`src/design/tbi_pkg.sv`:
```
// ----------------------------------------------------------------------------
// tbi_pkg - shared types and widths for the tetrahedral interpolation unit
// Request and result formats, datapath widths, unit commands and sequencer
// states.
// ----------------------------------------------------------------------------
package tbi_pkg;

  localparam int COORD_BITS = 24;
  localparam int FIELD_BITS = 24;
  localparam int CUT_BITS   = 48;

  localparam int EDGE_W  = COORD_BITS + 1;
  localparam int DET_W   = 3 * COORD_BITS + 6;
  localparam int MB_W    = (EDGE_W > FIELD_BITS) ? EDGE_W : FIELD_BITS;
  localparam int ACC_W   = DET_W + MB_W + 2;
  localparam int DIGIT_W = 8;
  localparam int NDIG    = (MB_W + DIGIT_W - 1) / DIGIT_W;

  localparam logic REQ_LOAD  = 1'b0;
  localparam logic REQ_QUERY = 1'b1;

  localparam logic [ACC_W-1:0] LIM_POS = ACC_W'({(FIELD_BITS-1){1'b1}});
  localparam logic [ACC_W-1:0] LIM_NEG = ACC_W'({1'b1, {(FIELD_BITS-1){1'b0}}});

  typedef struct packed {
    logic                         req_type;
    logic [1:0]                   vertex_slot;
    logic signed [COORD_BITS-1:0] pos_x;
    logic signed [COORD_BITS-1:0] pos_y;
    logic signed [COORD_BITS-1:0] pos_z;
    logic signed [FIELD_BITS-1:0] fld_x;
    logic signed [FIELD_BITS-1:0] fld_y;
    logic signed [FIELD_BITS-1:0] fld_z;
  } req_t;

  typedef struct packed {
    logic signed [FIELD_BITS-1:0] field_x;
    logic signed [FIELD_BITS-1:0] field_y;
    logic signed [FIELD_BITS-1:0] field_z;
    logic                         inside_res;
    logic                         degenerate;
    logic                         saturated;
  } res_t;

  typedef struct packed {
    logic                    start;
    logic                    keep;
    logic                    sub;
    logic signed [ACC_W-1:0] init;
    logic signed [DET_W-1:0] a;
    logic signed [MB_W-1:0]  b;
  } mac_cmd_t;

  typedef struct packed {
    logic                    start;
    logic signed [ACC_W-1:0] num;
    logic signed [DET_W-1:0] den;
  } div_cmd_t;

  typedef enum logic [2:0] {
    ST_IDLE, ST_EDGES, ST_MAC_GO, ST_MAC_WAIT, ST_DET_END, ST_DIV_GO, ST_DIV_WAIT, ST_RESULT
  } state_t;

  typedef enum logic [1:0] {
    PH_COF_A, PH_COF_B, PH_TERM
  } phase_t;

endpackage

```
`src/design/tbi_mac.sv`:
```
// ----------------------------------------------------------------------------
// tbi_mac - digit-serial multiply-accumulate unit
// acc = (keep ? acc : init) +/- a * b, one 8-bit digit of |b| per cycle.
// ----------------------------------------------------------------------------
module tbi_mac (
  input  logic                            clk,
  input  logic                            rst,
  input  tbi_pkg::mac_cmd_t               cmd,
  output logic signed [tbi_pkg::ACC_W-1:0] acc,
  output logic                            done
);
  import tbi_pkg::*;

  localparam int CW = $clog2(NDIG + 1);

  logic                    busy;
  logic [CW-1:0]           cnt;
  logic signed [ACC_W-1:0] a_sh;
  logic [MB_W-1:0]         b_rem;
  logic [MB_W-1:0]         b_mag;
  logic signed [ACC_W-1:0] a_ext;
  logic signed [ACC_W+DIGIT_W:0] prod;

  always_comb begin
    b_mag = cmd.b[MB_W-1] ? MB_W'(-cmd.b) : MB_W'(cmd.b);
    a_ext = ACC_W'(cmd.a);
    prod  = a_sh * $signed({1'b0, b_rem[DIGIT_W-1:0]});
  end

  always_ff @(posedge clk) begin
    if (rst) begin
      busy <= 1'b0;
      done <= 1'b0;
      cnt  <= '0;
    end else begin
      done <= 1'b0;
      if (cmd.start) begin
        busy <= 1'b1;
        cnt  <= CW'(NDIG);
      end else if (busy) begin
        cnt <= cnt - CW'(1);
        if (cnt == CW'(1)) begin
          busy <= 1'b0;
          done <= 1'b1;
        end
      end
    end
  end

  always_ff @(posedge clk) begin
    if (cmd.start) begin
      acc   <= cmd.keep ? acc : cmd.init;
      a_sh  <= (cmd.sub ^ cmd.b[MB_W-1]) ? -a_ext : a_ext;
      b_rem <= b_mag;
    end else if (busy) begin
      acc   <= acc + $signed(prod[ACC_W-1:0]);
      a_sh  <= a_sh <<< DIGIT_W;
      b_rem <= b_rem >> DIGIT_W;
    end
  end

endmodule

```
`config.mk`:
```
export PLATFORM = sky130hd
export DESIGN_NAME = tbi_mac
export DESIGN_NICKNAME = d
export VERILOG_FILES = /design/src/design/tbi_pkg.sv /design/src/design/tbi_mac.sv
export SDC_FILE = /design/constraint.sdc
export NUM_CORES = 2
export LEC_CHECK = 0
export BUFFER_PORTS_ARGS = -buffer_cell sky130_fd_sc_hd__buf_2
export CORE_UTILIZATION = 25
export CTS_BUF_LIST = sky130_fd_sc_hd__clkbuf_16
export DETAILED_ROUTE_END_ITERATION = 8
export SLEW_MARGIN = 20
export SYNTH_ARGS = -nofsm -noshare
export SYNTH_HDL_FRONTEND = slang
export SYNTH_SLANG_ARGS = --single-unit
```
`constraint.sdc`:
```
create_clock -name clk -period 19.4 [get_ports clk]
set_clock_uncertainty 0.15 [all_clocks]
set_input_delay 3.88 -clock clk [delete_from_list [all_inputs] [get_ports clk]]
set_output_delay 3.88 -clock clk [all_outputs]
set_load 0.03 [all_outputs]
```
==> results.toml <==
[clocking]
cts.sinks = 240
cts_tree = "yes"
clk_pin_slew_worst_paths_ns = 0.06
htreeDepth = 2
cts_buffers = 35
clockRootBuffer = "clkbuf_16"
cts_resized = 0
post_cts_buffers = 0
clk_path_buf_depth = 3
cts-hold-fix-buffers = 0
insertion_delay_ns = 0.61

[global_route]
grt_first_pass_wirelength_um = 199000
grt_pass1_vias = 32600
grt_max_degree = 163
grt_overflow = 0
grt_usage_pct = 15.9
antenna_found_initial = 71

[die]
core_area_sq_mm = 0.163
die_h_um = 407
start_util_pct = 25.2
die_w_um = 407
rows = 148
io_pins = 319
dieArea_sq_mm = 0.165

[finish]
layout.cells.non_filler = 6914
layout_commonest_cell = "inv_1"
fin_nets = 5816
drive_above_1_share_pct = 9.84
area_growth_pct = 12.1
fillers = 17500
final_cell_mix = "inv_1, fa_1, nand2_1, and2_1, buf_2"

[sta]
fmax_mhz = 119
finalSetupTns_ns = 0
drv_slew = 0
tightest_slew_ns = 1.08
relSlewSlack_pct = 28.0
finalHoldViolCount = 0
rsz0062_at_grt = "false"
setup-violations-final = 0
period_needed_ns = 8.43
fin_crit_sh_pct = 43.5

[critical_path]
r2r-start = "b_rem[1]"
cp_top_family = "adder cells"
critPathBufInv = 5
r2r_cells = 23
r2r-end = "acc[101]"
cpMostUsedCell = "fa_1"
rrSetupSlack_ns = 10.97
start_kind = "register"
crit_fanout = 46
end_kind = "register"
crit_path_top_delay_cell = "a31oi_1"
arrival_ns = 8.62
cpPeakStageDelay_ns = 0.79
cp_cell_sequence = "buf_4 > nand2_1 > fa_1 > inv_1 > fa_1 > inv_1 > fa_1 > inv_1 > fa_1 > fa_1 > ha_1 > nand2_1 > nor3_1 > a21oi_2 > a31oi_1 > o2111ai_1 > buf_4 > a31oi_1 > a21oi_1 > o41ai_1 > o21ai_0 > xnor2_1 > mux2_2"
crit_required_ns = 19.58
worst-setup-path-type = "register to register"

[routing]
drt-total-wl_um = 130000
ant_nets = 0
vias = 31900
first_pass_iters = 9
drtIter0Drc = 2189
wire_per_inst_um = 18.8
via_per_inst = 4.62
drcViolationCount = 6

[worst_hold_path]
hold_end = "cnt[1]"
hold_class = "register to register"
whs_path_depth = 2
hp-start = "cnt[1]"

[outcome]
violations = "DRC"
status = "finished with violations"

[synth]
ys_seq_area_share_pct = 17.5
synth-main-ff-cell = "edfxtp_1"
syn_nets = 5657
ys_types = 95
synth-async-reset-ratio_pct = 0
synth_area_per_cell_sq_um = 9.03
postSynthCellCount = 4530
synth_edf_count = 235
synth_area_sq_mm = 0.0409
yosys_warnings = 0
yosys_register_bits = 240

[flow_run]
max_cap_viol_count = 0

[placed_design]
io_buffers = 318
place_congestion = 0.929
post-dp-hpwl_um = 106000
dp.cells = 6827
layer usage:
layer / vias to the layer above / part of all wire (%) / GRT usage, %
li1: 14600 / - / -
met5: - / 0.25 / 0
met3: 198 / 10 / 5.30
met4: 54 / 2.7 / 4.18
met1: 16100 / 40 / 19.9
met2: 1029 / 47 / 26.0
tightest hold or removal path, cell delays in order (launching register included):
cell and delay (ns):
dfxtp_1 0.31, nor2_1 0.09, a2111oi_0 0.06
worst max-delay path by stage:
stage          startpoint        to  slack, ns  depth (start not counted)
3_5_place_dp     b_rem[2]  acc[101]      11.20                         23
2_1_floorplan    cmd[210]    acc[0]       4.67                          4
5_1_grt          b_rem[1]  acc[101]      10.70                         23
4_1_cts          b_rem[1]  acc[101]      11.13                         23
3_3_place_gp     b_rem[2]  acc[101]      11.17                         23
6_report         b_rem[1]  acc[101]      10.97                         23
kinds of logic after synthesis:
kind of cell / count (synthesis) / synth area share [%]
simple gates: 1461 / 17.6
buf+inv: 1011 / 9.37
fa+ha+maj: 914 / 40.7
compound gates: 684 / 10.1
flops: 240 / 17.5
xor+xnor: 206 / 4.41
mux: 14 / 0.373
synth_stat cells, types with 33 or more instances:
library cell	n	share of area (%)
inv_1	786	7.2
fa_1	694	34
nand2_1	591	5.4
and2_1	428	6.5
a21oi_1	267	3.3
edfxtp_1	235	17
ha_1	220	6.7
nor2_1	209	1.9
clkbuf_1	197	1.8
o21ai_0	177	2.2
xnor2_1	111	2.4
xor2_1	95	2.0
a21o_1	59	1.1
nor3_1	43	0.53
nand4_1	33	0.50
per-stage QoR:
step	util, %	hold WS, ns	instance area, sq um	setup WS (ns)
floorplan	-	0.330	40900	4.67
global placement	27.4	0.340	44600	11.17
detailed placement	27.4	0.348	44600	11.20
CTS	28.2	0.357	45800	11.13
global route	28.2	0.392	45800	10.70
finish	28.2	0.352	45900	10.97
area by class of cell:
| type | instances | area (sq um) | area share (%) |
|---|---|---|---|
| multi-input cells | 3279 | 30000 | 65.3 |
| well taps | 2175 | 2720 | 5.93 |
| clock inverters | 28 | 283 | 0.617 |
| diodes | 23 | 57.6 | 0.126 |
| repair buffers | 346 | 1820 | 3.98 |
| inverters | 787 | 2950 | 6.44 |
| flip-flops and latches | 240 | 7160 | 15.6 |
| clock buffers | 36 | 901 | 1.96 |
registers in the layout, indices dropped and copies added, names as in the netlist:
register / flops
b_rem: 25
done: 1
acc: 105
cnt: 3
busy: 1
a_sh: 105
Power is left out: the tool's default activity adds up to more than one toggle a clock period on the data nets, which glitch-free logic cannot reach.
