==> src/design/tbi_pkg.sv <==
// ----------------------------------------------------------------------------
// tbi_pkg - shared types and widths for the tetrahedral interpolation unit
// Request and result formats, datapath widths, unit commands and sequencer
// states.
// ----------------------------------------------------------------------------
package tbi_pkg;

  localparam int COORD_BITS = 24;
  localparam int FIELD_BITS = 24;
  localparam int CUT_BITS   = 48;

  localparam int EDGE_W  = COORD_BITS + 1;
  localparam int DET_W   = 3 * COORD_BITS + 6;
  localparam int MB_W    = (EDGE_W > FIELD_BITS) ? EDGE_W : FIELD_BITS;
  localparam int ACC_W   = DET_W + MB_W + 2;
  localparam int DIGIT_W = 8;
  localparam int NDIG    = (MB_W + DIGIT_W - 1) / DIGIT_W;

  localparam logic REQ_LOAD  = 1'b0;
  localparam logic REQ_QUERY = 1'b1;

  localparam logic [ACC_W-1:0] LIM_POS = ACC_W'({(FIELD_BITS-1){1'b1}});
  localparam logic [ACC_W-1:0] LIM_NEG = ACC_W'({1'b1, {(FIELD_BITS-1){1'b0}}});

  typedef struct packed {
    logic                         req_type;
    logic [1:0]                   vertex_slot;
    logic signed [COORD_BITS-1:0] pos_x;
    logic signed [COORD_BITS-1:0] pos_y;
    logic signed [COORD_BITS-1:0] pos_z;
    logic signed [FIELD_BITS-1:0] fld_x;
    logic signed [FIELD_BITS-1:0] fld_y;
    logic signed [FIELD_BITS-1:0] fld_z;
  } req_t;

  typedef struct packed {
    logic signed [FIELD_BITS-1:0] field_x;
    logic signed [FIELD_BITS-1:0] field_y;
    logic signed [FIELD_BITS-1:0] field_z;
    logic                         inside_res;
    logic                         degenerate;
    logic                         saturated;
  } res_t;

  typedef struct packed {
    logic                    start;
    logic                    keep;
    logic                    sub;
    logic signed [ACC_W-1:0] init;
    logic signed [DET_W-1:0] a;
    logic signed [MB_W-1:0]  b;
  } mac_cmd_t;

  typedef struct packed {
    logic                    start;
    logic signed [ACC_W-1:0] num;
    logic signed [DET_W-1:0] den;
  } div_cmd_t;

  typedef enum logic [2:0] {
    ST_IDLE, ST_EDGES, ST_MAC_GO, ST_MAC_WAIT, ST_DET_END, ST_DIV_GO, ST_DIV_WAIT, ST_RESULT
  } state_t;

  typedef enum logic [1:0] {
    PH_COF_A, PH_COF_B, PH_TERM
  } phase_t;

endpackage

==> src/design/tbi_div.sv <==
// ----------------------------------------------------------------------------
// tbi_div - restoring divider, one quotient bit per cycle
// Returns the quotient magnitude and its sign for truncation toward zero.
// ----------------------------------------------------------------------------
module tbi_div (
  input  logic                     clk,
  input  logic                     rst,
  input  tbi_pkg::div_cmd_t        cmd,
  output logic [tbi_pkg::ACC_W-1:0] quo,
  output logic                     neg,
  output logic                     done
);
  import tbi_pkg::*;

  localparam int CW = $clog2(ACC_W + 1);

  logic             busy;
  logic [CW-1:0]    cnt;
  logic [ACC_W-1:0] num_sh;
  logic [DET_W-1:0] den_mag;
  logic [DET_W-1:0] rem;
  logic [DET_W:0]   trial;
  logic [DET_W:0]   diff;
  logic             qbit;

  always_comb begin
    trial = {rem, num_sh[ACC_W-1]};
    diff  = trial - {1'b0, den_mag};
    qbit  = trial >= {1'b0, den_mag};
  end

  assign quo = num_sh;

  always_ff @(posedge clk) begin
    if (rst) begin
      busy <= 1'b0;
      done <= 1'b0;
      cnt  <= '0;
    end else begin
      done <= 1'b0;
      if (cmd.start) begin
        busy <= 1'b1;
        cnt  <= CW'(ACC_W);
      end else if (busy) begin
        cnt <= cnt - CW'(1);
        if (cnt == CW'(1)) begin
          busy <= 1'b0;
          done <= 1'b1;
        end
      end
    end
  end

  always_ff @(posedge clk) begin
    if (cmd.start) begin
      num_sh  <= cmd.num[ACC_W-1] ? ACC_W'(-cmd.num) : ACC_W'(cmd.num);
      den_mag <= cmd.den[DET_W-1] ? DET_W'(-cmd.den) : DET_W'(cmd.den);
      rem     <= '0;
      neg     <= cmd.num[ACC_W-1] ^ cmd.den[DET_W-1];
    end else if (busy) begin
      rem    <= qbit ? diff[DET_W-1:0] : trial[DET_W-1:0];
      num_sh <= {num_sh[ACC_W-2:0], qbit};
    end
  end

endmodule

==> config.mk <==
export PLATFORM = sky130hd
export DESIGN_NAME = tbi_div
export DESIGN_NICKNAME = d
export VERILOG_FILES = /design/src/design/tbi_pkg.sv /design/src/design/tbi_div.sv
export SDC_FILE = /design/constraint.sdc
export NUM_CORES = 1
export LEC_CHECK = 0
export BUFFER_PORTS_ARGS = -buffer_cell sky130_fd_sc_hd__buf_2
export CAP_MARGIN = 25
export CORE_MARGIN = 2
export CORE_UTILIZATION = 63
export DETAILED_ROUTE_END_ITERATION = 8
export PLACE_DENSITY = 0.95
export RECOVER_POWER = 25
export SETUP_SLACK_MARGIN = 0.3
export SYNTH_ARGS = -nofsm -noshare
export SYNTH_HDL_FRONTEND = slang
export SYNTH_SLANG_ARGS = --single-unit
export TNS_END_PERCENT = 5
==> constraint.sdc <==
create_clock -name clk -period 5.01 [get_ports clk]
set_input_delay 0.2505 -clock clk [delete_from_list [all_inputs] [get_ports clk]]
set_output_delay 0.2505 -clock clk [all_outputs]
set_load 0.02 [all_outputs]
==> results of run 1 <==
[Yosys cell counts, types with 22 or more instances]
library cell,n
nand4_1,41
edfxtp_1,184
nor3_1,35
o31ai_1,61
dfxtp_1,87
o41ai_1,29
a211oi_1,76
inv_1,121
o21bai_1,22
a21o_1,30
mux2i_1,66
a21oi_1,228
clkbuf_1,99
ha_1,82
or4_1,26
nor2_1,255
xnor2_1,128
or3_1,24
xor2_1,125
o21ai_0,129
nand2_1,165
nand3_1,31
[critical path: cells and delay by family, from the launching register on]
kind	cells	cell delay, ns
adder cells (fa/ha/maj)	1	0.42
AND/OR/NAND/NOR	5	2.29
AO/OA/AOI/OAI	2	0.47
buffers and inverters	2	0.36
multiplexers	1	0.23
flip-flops	1	0.33
[state kept, by name (all words and copies together) (netlist names)]
signal and count:
neg 1, den_mag 78, done 1, cnt 7, rem 78, quo 105, busy 1
[repair_timing]
item / CTS / global route
hold endpoints to repair: 37 / 0
hold buffers: 28 / 0
buffers inserted: 0 / 0
setup endpoints to repair: 0 / 6
resized for setup: 0 / 1
[area by class of cell]
cell class              count  area, um^2
repair buffers            338        1810
clock buffers              33         772
clock inverters            23         255
inverters                 122         460
fillers                  2118        8120
multi-input cells        1735       11300
well taps                 396         495
flip-flops and latches    271        7270
diodes                      4        10.0
[report_power, final]
part           switching (mW)  internal [mW]  total, mW
Combinational            1.36          0.758       2.12
Clock                    1.01           1.33       2.34
Sequential              0.156           2.67       2.82
[cells by family after synthesis]
| group | synth area share |
|---|---|
| AO/OA/AOI/OAI | 0.211 |
| AND/OR/NAND/NOR | 0.167 |
| flip-flops | 0.373 |
| buffers and inverters | 0.0465 |
| multiplexers | 0.0351 |
| XOR/XNOR | 0.114 |
| adder cells (fa/ha/maj) | 0.0537 |
[metrics by stage]
stage	total power [mW]	utilization
4_1_cts	7.21	0.737
3_5_place_dp	4.88	0.694
6_report	7.28	0.734
3_3_place_gp	4.80	0.693
2_1_floorplan	4.23	-
5_1_grt	7.54	0.734
[per-layer routing]
layer | up-vias | track usage | wire length (um)
li1 | 8738 | - | -
met2 | 1354 | 0.621 | 29100
met1 | 8918 | 0.460 | 23100
met3 | 306 | 0.0727 | 6730
met4 | 0 | 0.205 | 3980
met5 | - | 0 | 0
[worst paths after layout]
| check | start | to | slack [ns] | cells after the start |
|---|---|---|---|---|
| worst max-delay path | den_mag[54] | rem[8] | 0.69 | 11 |
| worst min-delay path | cmd[18] | den_mag[18] | 0.004 | 2 |
| worst max register to register | den_mag[54] | rem[8] | 0.69 | 11 |
| worst min register to register | rem[50] | rem[50] | 0.50 | 2 |
[placed cells by master, fill, tap and decap left out, types with 8 or more instances in the layout]
cell type,n
a211oi_1,76
clkbuf_1,85
mux2i_1,66
nor3_1,35
inv_1,120
xor2_1,125
nand3_1,31
and3_1,11
nand2b_1,11
o211ai_1,9
o41ai_1,29
a21oi_1,228
dlygate4sd3_1,28
dfxtp_1,86
o21ai_0,129
nor2b_1,8
nor2_1,255
a31oi_1,8
nand2_1,165
buf_4,13
xnor2_1,128
nor4_1,17
or4_1,26
buf_2,210
and2_1,8
or3_1,24
ha_1,82
clkbuf_16,30
a21boi_0,9
o31ai_1,61
or2_2,10
edfxtp_1,184
nand4_1,41
a21o_1,30
o21bai_1,22
==> metrics, run 1 <==
status finished, violations left; failing checks capacitance limit, slew limit; Die Y 180 um; leakage power 8.60 nW; Startpoint Class flip-flop; ys async rst share 0; placed insts 2833; Critical Path Max Stage Delay 0.64 ns; PortBufs 292; VDD IR max 0.000310 V; # setup viols final 0; die area 32300 um^2; Yosys top cell area share 0.284; Ys Warns 0; Critical Path Sink Type flip-flop; first-pass GRT wire length 98.9 mm; final worst path period share 0.862; Worst-path clk slew 0.07 ns; worst endpoint required time 5.36 ns; Routed wire per std cell 21.5 um; syn_nets 2511; fmax 232 MHz; Crit Path Max Fanout 25; Worst Clk Skew 0.0609 ns; Yosys reg bits 271; Starting Density 0.638; worst setup slack after placement 0.694 ns; Area Overhead vs Synth 14.9%; GR Util All Layers 0.374; CORE AREA 30500 um^2; crit-path cells inv_1, ha_1, nand4_1, nor3_1, nand4_1, or4_1, o21ai_1, or2_4, buf_4, mux2i_1, a211oi_1; largest area contributor in the netlist edfxtp_1; Final #Nets 2767; TNS Setup 0 ns; Initial DRC Count 2471; global placement routability congestion 0.998; slowest CP cell nor3_1; max_slew headroom -0.835; max_cap viols 2; final worst slack 0.693 ns; worst min path class in2reg; RSZ-0062 raised after global routing false; vias 19300; largest net degree at the start of global routing 119; Final ANT Viol Nets 0; Hold Slack 0.00364 ns; drt via density 6.61; Most common cell on crit path nand4_1; number of global-route vias before repair 18900; Synth cell types 75; Avg Cell Area, Syn 8.69 um^2; crit path DAT 4.67 ns; io pins 293; cell area after synthesis 19500 um^2; Clk Latency, worst-skew pair 0.61 ns; H-tree depth 1; Slew Limit Fails 169; final hold violations 0; CTS buffer count 30; Worst Tran Pin Value 2.75 ns; initial antenna violation count 3; Cell Count, Final, Fillers Out 2922; Routed Wire Length 63.0 mm; HPWL after DPL 45.4 mm; Site Rows 64; fin area 22400 um^2; Post-synth EDFFs 184; Post-Synthesis Cells 2242; placed instance area 21200 um^2; grt ovf 0; Sink Count 271; CTS Root Cell clkbuf_16; synth top area cells edfxtp_1 28%, dfxtp_1 8.9%, a21oi_1 5.9%; DRC Markers 0; drt first pass iters 7; CTS tree built; register area share after synthesis 0.373; die span in x 180 um; Max Root-Sink Buffers 3; Min Clock Period, post-route 4.32 ns; layout cells sized above 1 0.123; Synth Flop Type edfxtp_1; kind of critical path reg2reg; pwr dens 325 nW/um^2
Power figures use the tool's default switching activity.
==> inputs of run 2 (changes only) <==
--- a/config.mk
+++ b/config.mk
@@ -7,8 +7,10 @@
 export LEC_CHECK = 0
 export BUFFER_PORTS_ARGS = -buffer_cell sky130_fd_sc_hd__buf_2
 export CAP_MARGIN = 25
+export CELL_PAD_IN_SITES_DETAIL_PLACEMENT = 0
+export CELL_PAD_IN_SITES_GLOBAL_PLACEMENT = 2
 export CORE_MARGIN = 2
-export CORE_UTILIZATION = 63
+export CORE_UTILIZATION = 38
 export DETAILED_ROUTE_END_ITERATION = 8
 export PLACE_DENSITY = 0.95
 export RECOVER_POWER = 25
==> metrics, run 2 (synthesis gave the netlist of run 1 again) <==
Routed Wire Length 62.7 mm (was 63.0 mm); Die Y 230 um (was 180 um); die area 53100 um^2 (was 32300 um^2); CORE AREA 50400 um^2 (was 30500 um^2); Max Root-Sink Buffers 3 (unchanged); VDD IR max 0.000217 V (was 0.000310 V); Setup crit start den_mag[4] (was den_mag[54]); CTS buffer count 34 (was 30); Sink Count 271 (unchanged); Site Rows 82 (was 64); grt ovf 0 (unchanged); CP endpoint rem[3] (was rem[8]); most common cell after layout, fill and taps aside nor2_1 (unchanged); Startpoint Class flip-flop (unchanged); vias 17800 (was 19300); final hold violations 0 (unchanged); fmax 228 MHz (was 232 MHz); Worst-path clk slew 0.06 ns (was 0.07 ns); drt first pass iters 5 (was 7); final worst path period share 0.874 (was 0.862); Reg2Reg Depth 14 (was 11); Final #Nets 2758 (was 2767); first-pass GRT wire length 98.7 mm (was 98.9 mm); Min Clock Period, post-route 4.38 ns (was 4.32 ns); failing checks capacitance limit, slew limit (unchanged); initial antenna violation count 19 (was 3); CTS Root Cell clkbuf_16 (unchanged); layout cells sized above 1 0.120 (was 0.123); Slew Limit Fails 371 (was 169); kind of critical path reg2reg (unchanged); Worst R2R End rem[3] (was rem[8]); Worst Tran Pin Value 2.65 ns (was 2.75 ns); leakage power 8.60 nW (about the same); CTS tree built (unchanged); global placement routability congestion 0.917 (was 0.998); Post-CTS Setup Inserts 0 (unchanged); status finished, violations left (unchanged); drt via density 5.58 (was 6.61); Area Overhead vs Synth 16.7% (was 14.9%); number of global-route vias before repair 17600 (was 18900); final worst slack 0.632 ns (was 0.693 ns); PortBufs 292 (unchanged); Pwr Total 7.51 mW (was 7.28 mW); worst setup slack after placement 0.706 ns (was 0.694 ns); max_slew headroom -0.767 (was -0.835); Routed wire per std cell 19.6 um (was 21.5 um); worst min path class in2reg (unchanged); RSZ-0062 raised after global routing false (unchanged); worst endpoint required time 5.35 ns (was 5.36 ns); Crit Path Max Fanout 29 (was 25); Worst Clk Skew 0.0145 ns (was 0.0609 ns); HPWL after DPL 48.8 mm (was 45.4 mm); H-tree depth 2 (was 1); Worst R2R Setup Slack 0.63 ns (was 0.69 ns); pwr dens 330 nW/um^2 (was 325 nW/um^2); largest net degree at the start of global routing 168 (was 119); Starting Density 0.387 (was 0.638); crit path DAT 4.72 ns (was 4.67 ns); RR Startpoint den_mag[4] (was den_mag[54]); io pins 293 (unchanged); max FFs per register 105 (unchanged); most frequent cells in the layout 255 x nor2_1, 228 x a21oi_1, 195 x buf_2 (was 255 x nor2_1, 228 x a21oi_1, 210 x buf_2); max_cap viols 4 (was 2); Critical Path Sink Type flip-flop (unchanged); Initial DRC Count 1032 (was 2471); die span in x 230 um (was 180 um); TNS Setup 0 ns (unchanged); # setup viols final 0 (unchanged); GR Util All Layers 0.232 (was 0.374); Clk Latency, worst-skew pair 0.55 ns (was 0.61 ns); Final ANT Viol Nets 0 (unchanged); DRC Markers 0 (unchanged)
==> run 2: cell count changes in the layout (fill, tap and decap cells not counted), sizes merged <==
| cell | change |
|---|---|
| bufinv | +1 |
| clkbuf | +29 |
| diode | +3 |
| buf | -10 |
| clkinvlp | -4 |
| dlygate4sd3 | -18 |
| clkinv | -6 |
==> run 2: worst min-delay path by stage <==
stage,startpoint,to,slack (ns),depth (start not counted)
global route,cmd[61],den_mag[61],0.02,2
detailed placement,rem[24],rem[24],0.50,2
global placement,rem[77],rem[77],0.49,2
finish,cmd[27],den_mag[27],0.02,2
floorplan,cmd[0],den_mag[0],0.35,0
CTS,cmd[40],den_mag[40],0.004,2
==> run 2: per-stage QoR <==
stage               hold WS [ns]  cells  utilization  area [um^2]
finish                    0.0250   3193        0.451        22700
global route              0.0223   3191        0.451        22700
CTS                      0.00420   3186        0.454        22900
detailed placement         0.495   3115        0.428        21600
global placement           0.488   3114        0.428        21600
floorplan                  0.349   2242            -        19500
==> run 2: final cells by class <==
cell class	instances	area, um^2
Multi-Input combinational cell	1735	11300
Sequential cell	271	7270
Tap cell	672	841
Clock inverter	14	229
Antenna cell	7	17.5
Clock buffer	47	960
Timing Repair Buffer	325	1650
Fill cell	4983	27600
Inverter	122	460
==> run 2: worst max-delay path: stages, from the launching register on <==
cell and delay [ns]:
edfxtp_1 0.34, inv_1 0.05, ha_1 0.38, o211ai_1 0.14, a21oi_1 0.20, o21ai_0 0.18
a21oi_1 0.49, a2111oi_0 0.30, buf_4 0.22, o21a_1 0.23, o21ai_1 0.46, or2_4 0.53
buf_12 0.29, mux2i_1 0.24, a211oi_1 0.10
==> run 2: power by group <==
| group | total, mW | switching [mW] | internal (mW) | leakage, nW |
|---|---|---|---|---|
| registers | 2.81 | 0.144 | 2.67 | 2.52 |
| logic | 2.05 | 1.30 | 0.748 | 5.50 |
| clock network | 2.65 | 1.03 | 1.61 | 0.577 |
==> run 2: layer usage <==
metal	global-route usage	share of wire	vias to the layer above	routed length, um
met2	0.384	0.46	517	29100
li1	-	-	8713	-
met5	0	0.0024	-	153
met1	0.299	0.44	8484	27600
met4	0.0591	0.021	24	1320
met3	0.0652	0.073	94	4590
==> run 2: what timing repair did <==
item                                   4_1_cts  5_1_grt
endpoints found under the hold margin       17        0
resized for setup                            0        0
hold buffers                                10        0
setup endpoints to repair                    0        0
==> inputs of run 3 (changes only) <==
--- a/config.mk
+++ b/config.mk
@@ -9,6 +9,7 @@
 export CAP_MARGIN = 25
 export CELL_PAD_IN_SITES_DETAIL_PLACEMENT = 0
 export CELL_PAD_IN_SITES_GLOBAL_PLACEMENT = 2
+export CORE_ASPECT_RATIO = 1.1
 export CORE_MARGIN = 2
 export CORE_UTILIZATION = 38
 export DETAILED_ROUTE_END_ITERATION = 8
==> constraint.sdc (replaced) <==
create_clock -name clk -period 5.5 [get_ports clk]
set_input_delay 0.275 -clock clk [delete_from_list [all_inputs] [get_ports clk]]
set_output_delay 0.275 -clock clk [all_outputs]
set_load 0.02 [all_outputs]
==> metrics, run 3 (synthesis gave the netlist of run 1 again) <==
status finished, violations left (unchanged); failing checks capacitance limit, slew limit (unchanged); worst endpoint required time 5.88 ns (was 5.35 ns); max FFs per register 105 (unchanged); slowest CP cell a21oi_1 (was or2_4); H-tree depth 2 (unchanged); placed insts 3105 (was 3115); # setup viols final 0 (unchanged); Worst-path clk slew 0.06 ns (about the same); Max Root-Sink Buffers 3 (unchanged); Critical Path Max Stage Delay 0.49 ns (was 0.53 ns); Setup crit start den_mag[4] (unchanged); drt via density 5.59 (was 5.58); fmax 243 MHz (was 228 MHz); Buf+Inv Stages, Crit Path 4 (was 3); Routed wire per std cell 19.3 um (was 19.6 um); most frequent cells in the layout 255 x nor2_1, 228 x a21oi_1, 210 x buf_2 (was 255 x nor2_1, 228 x a21oi_1, 195 x buf_2); Worst Tran Pin Value 3.83 ns (was 2.65 ns); Slew Limit Fails 289 (was 371); VDD IR max 0.000204 V (was 0.000217 V); placed instance area 21500 um^2 (was 21600 um^2); RR Startpoint den_mag[4] (unchanged); CTS tree built (unchanged); grt ovf 0 (unchanged); Hold Slack 0.0294 ns (was 0.0250 ns); die span in x 220 um (was 230 um); Worst R2R End rem[22] (was rem[3]); leakage power 8.54 nW (was 8.60 nW); highest metal layer with signal wires met5 (unchanged); Initial DRC Count 1033 (was 1032); Crit Path Max Fanout 28 (was 29); max_slew headroom -1.56 (was -0.767); Sink Count 271 (unchanged); RSZ-0062 raised after global routing false (unchanged); met2 WL 30.3 mm (was 29.1 mm); final worst slack 1.39 ns (was 0.632 ns); Worst Clk Skew 0.0310 ns (was 0.0145 ns); Worst R2R Setup Slack 1.39 ns (was 0.63 ns); Die Y 241 um (was 230 um); initial antenna violation count 14 (was 19); combinational cell fraction of total power 0.281 (was 0.273); most common cell after layout, fill and taps aside nor2_1 (unchanged); crit-path cells inv_1, ha_1, o211ai_1, a21oi_1, o21ai_0, a21oi_1, a2111oi_1, buf_4, o21a_1, o21ai_1, buf_4, or2_4, buf_4, mux2i_1, a211oi_1 (was inv_1, ha_1, o211ai_1, a21oi_1, o21ai_0, a21oi_1, a2111oi_0, buf_4, o21a_1, o21ai_1, or2_4, buf_12, mux2i_1, a211oi_1); PortBufs 292 (unchanged); Min Clock Period, post-route 4.11 ns (was 4.38 ns); die area 53100 um^2 (about the same); Site Rows 87 (was 82); Sw Pwr 2.26 mW (was 2.48 mW); CORE AREA 50900 um^2 (was 50400 um^2); Cell Count, Final, Fillers Out 3174 (was 3193); clock network power share 0.337 (was 0.353); final worst path period share 0.747 (was 0.874); CP endpoint rem[22] (was rem[3]); largest net degree at the start of global routing 209 (was 168); cell internal pwr 4.42 mW (was 5.03 mW); number of global-route vias before repair 17500 (was 17600); CP Depth 15 (was 14); DRC Markers 0 (unchanged); global placement routability congestion 0.927 (was 0.917); final hold violations 0 (unchanged); Area Overhead vs Synth 15.7% (was 16.7%); Final ANT Viol Nets 0 (unchanged); GR Util All Layers 0.227 (was 0.232); CTS buffer count 34 (unchanged); layout cells sized above 1 0.124 (was 0.120); routed length on met3 4.29 mm (was 4.59 mm); crit path DAT 4.49 ns (was 4.72 ns); kind of critical path reg2reg (unchanged); worst hold start cmd[39] (was cmd[27]); vias 17700 (was 17800); Sw Share 0.338 (was 0.331); Most common cell on crit path buf_4 (was a21oi_1); Starting Density 0.382 (was 0.387); CP delay by family, top compound AO/OA/AOI/OAI gates (unchanged); Routed Wire Length 61.3 mm (was 62.7 mm); Reg2Reg Depth 15 (was 14); drt first pass iters 5 (unchanged); CTS Root Cell clkbuf_16 (unchanged); TNS Setup 0 ns (unchanged); worst setup slack after placement 1.27 ns (was 0.706 ns); Startpoint Class flip-flop (unchanged); M1 wire length 24.8 mm (was 27.6 mm); worst min path class in2reg (unchanged); max_cap viols 2 (was 4); Final #Nets 2745 (was 2758); fin area 22500 um^2 (was 22700 um^2); Clk Latency, worst-skew pair 0.56 ns (was 0.55 ns); Critical Path Sink Type flip-flop (unchanged); HPWL after DPL 47.3 mm (was 48.8 mm); first-pass GRT wire length 96.2 mm (was 98.7 mm); pwr dens 296 nW/um^2 (was 330 nW/um^2); io pins 293 (unchanged); Seq pwr share 0.382 (was 0.374); post_cts resized 0 (unchanged)
[run 3: power groups by stage]
| stage | combinational [mW] | clock (mW) | sequential, mW |
|---|---|---|---|
| 2_1_floorplan | 1.18 | 0 | 2.67 |
| 3_3_place_gp | 1.86 | 0 | 2.58 |
| 3_5_place_dp | 1.87 | 0 | 2.59 |
| 4_1_cts | 1.88 | 2.30 | 2.55 |
| 5_1_grt | 2.07 | 2.37 | 2.58 |
| 6_report | 1.87 | 2.25 | 2.56 |
[run 3: layout make-up]
class	count	area [um^2]
antenna	5	12.5
clock buffer	48	945
clock inverter	14	154
fill	5111	28400
inverter	122	460
multi-input combinational	1735	11300
sequential	271	7270
tap	667	835
timing repair buffer	312	1550
[run 3: what timing repair did]
item                      in CTS  in global routing
buffers inserted               0                  0
hold endpoints to repair       6                  0
hold buffers                   1                  0
[run 3: worst min path at each step]
stage,endpoint,slack (ns),depth (start not counted)
after global routing,den_mag[24],0.04,2
after detailed placement,rem[25],0.50,2
final,den_mag[39],0.03,2
after global placement,rem[62],0.49,2
after CTS,den_mag[39],0.01,2
after floorplan,den_mag[0],0.37,0
[run 3: metal layers]
metal	vias to the layer above	track usage
met2	496	0.403
met5	-	0
met3	113	0.0579
li1	8706	-
met4	20	0.0750
met1	8408	0.266
[run 3: through the flow]
step | utilization | power (mW)
after floorplan | - | 3.85
after global placement | 0.422 | 4.44
after detailed placement | 0.422 | 4.46
after CTS | 0.444 | 6.73
after global routing | 0.442 | 7.03
final | 0.442 | 6.68
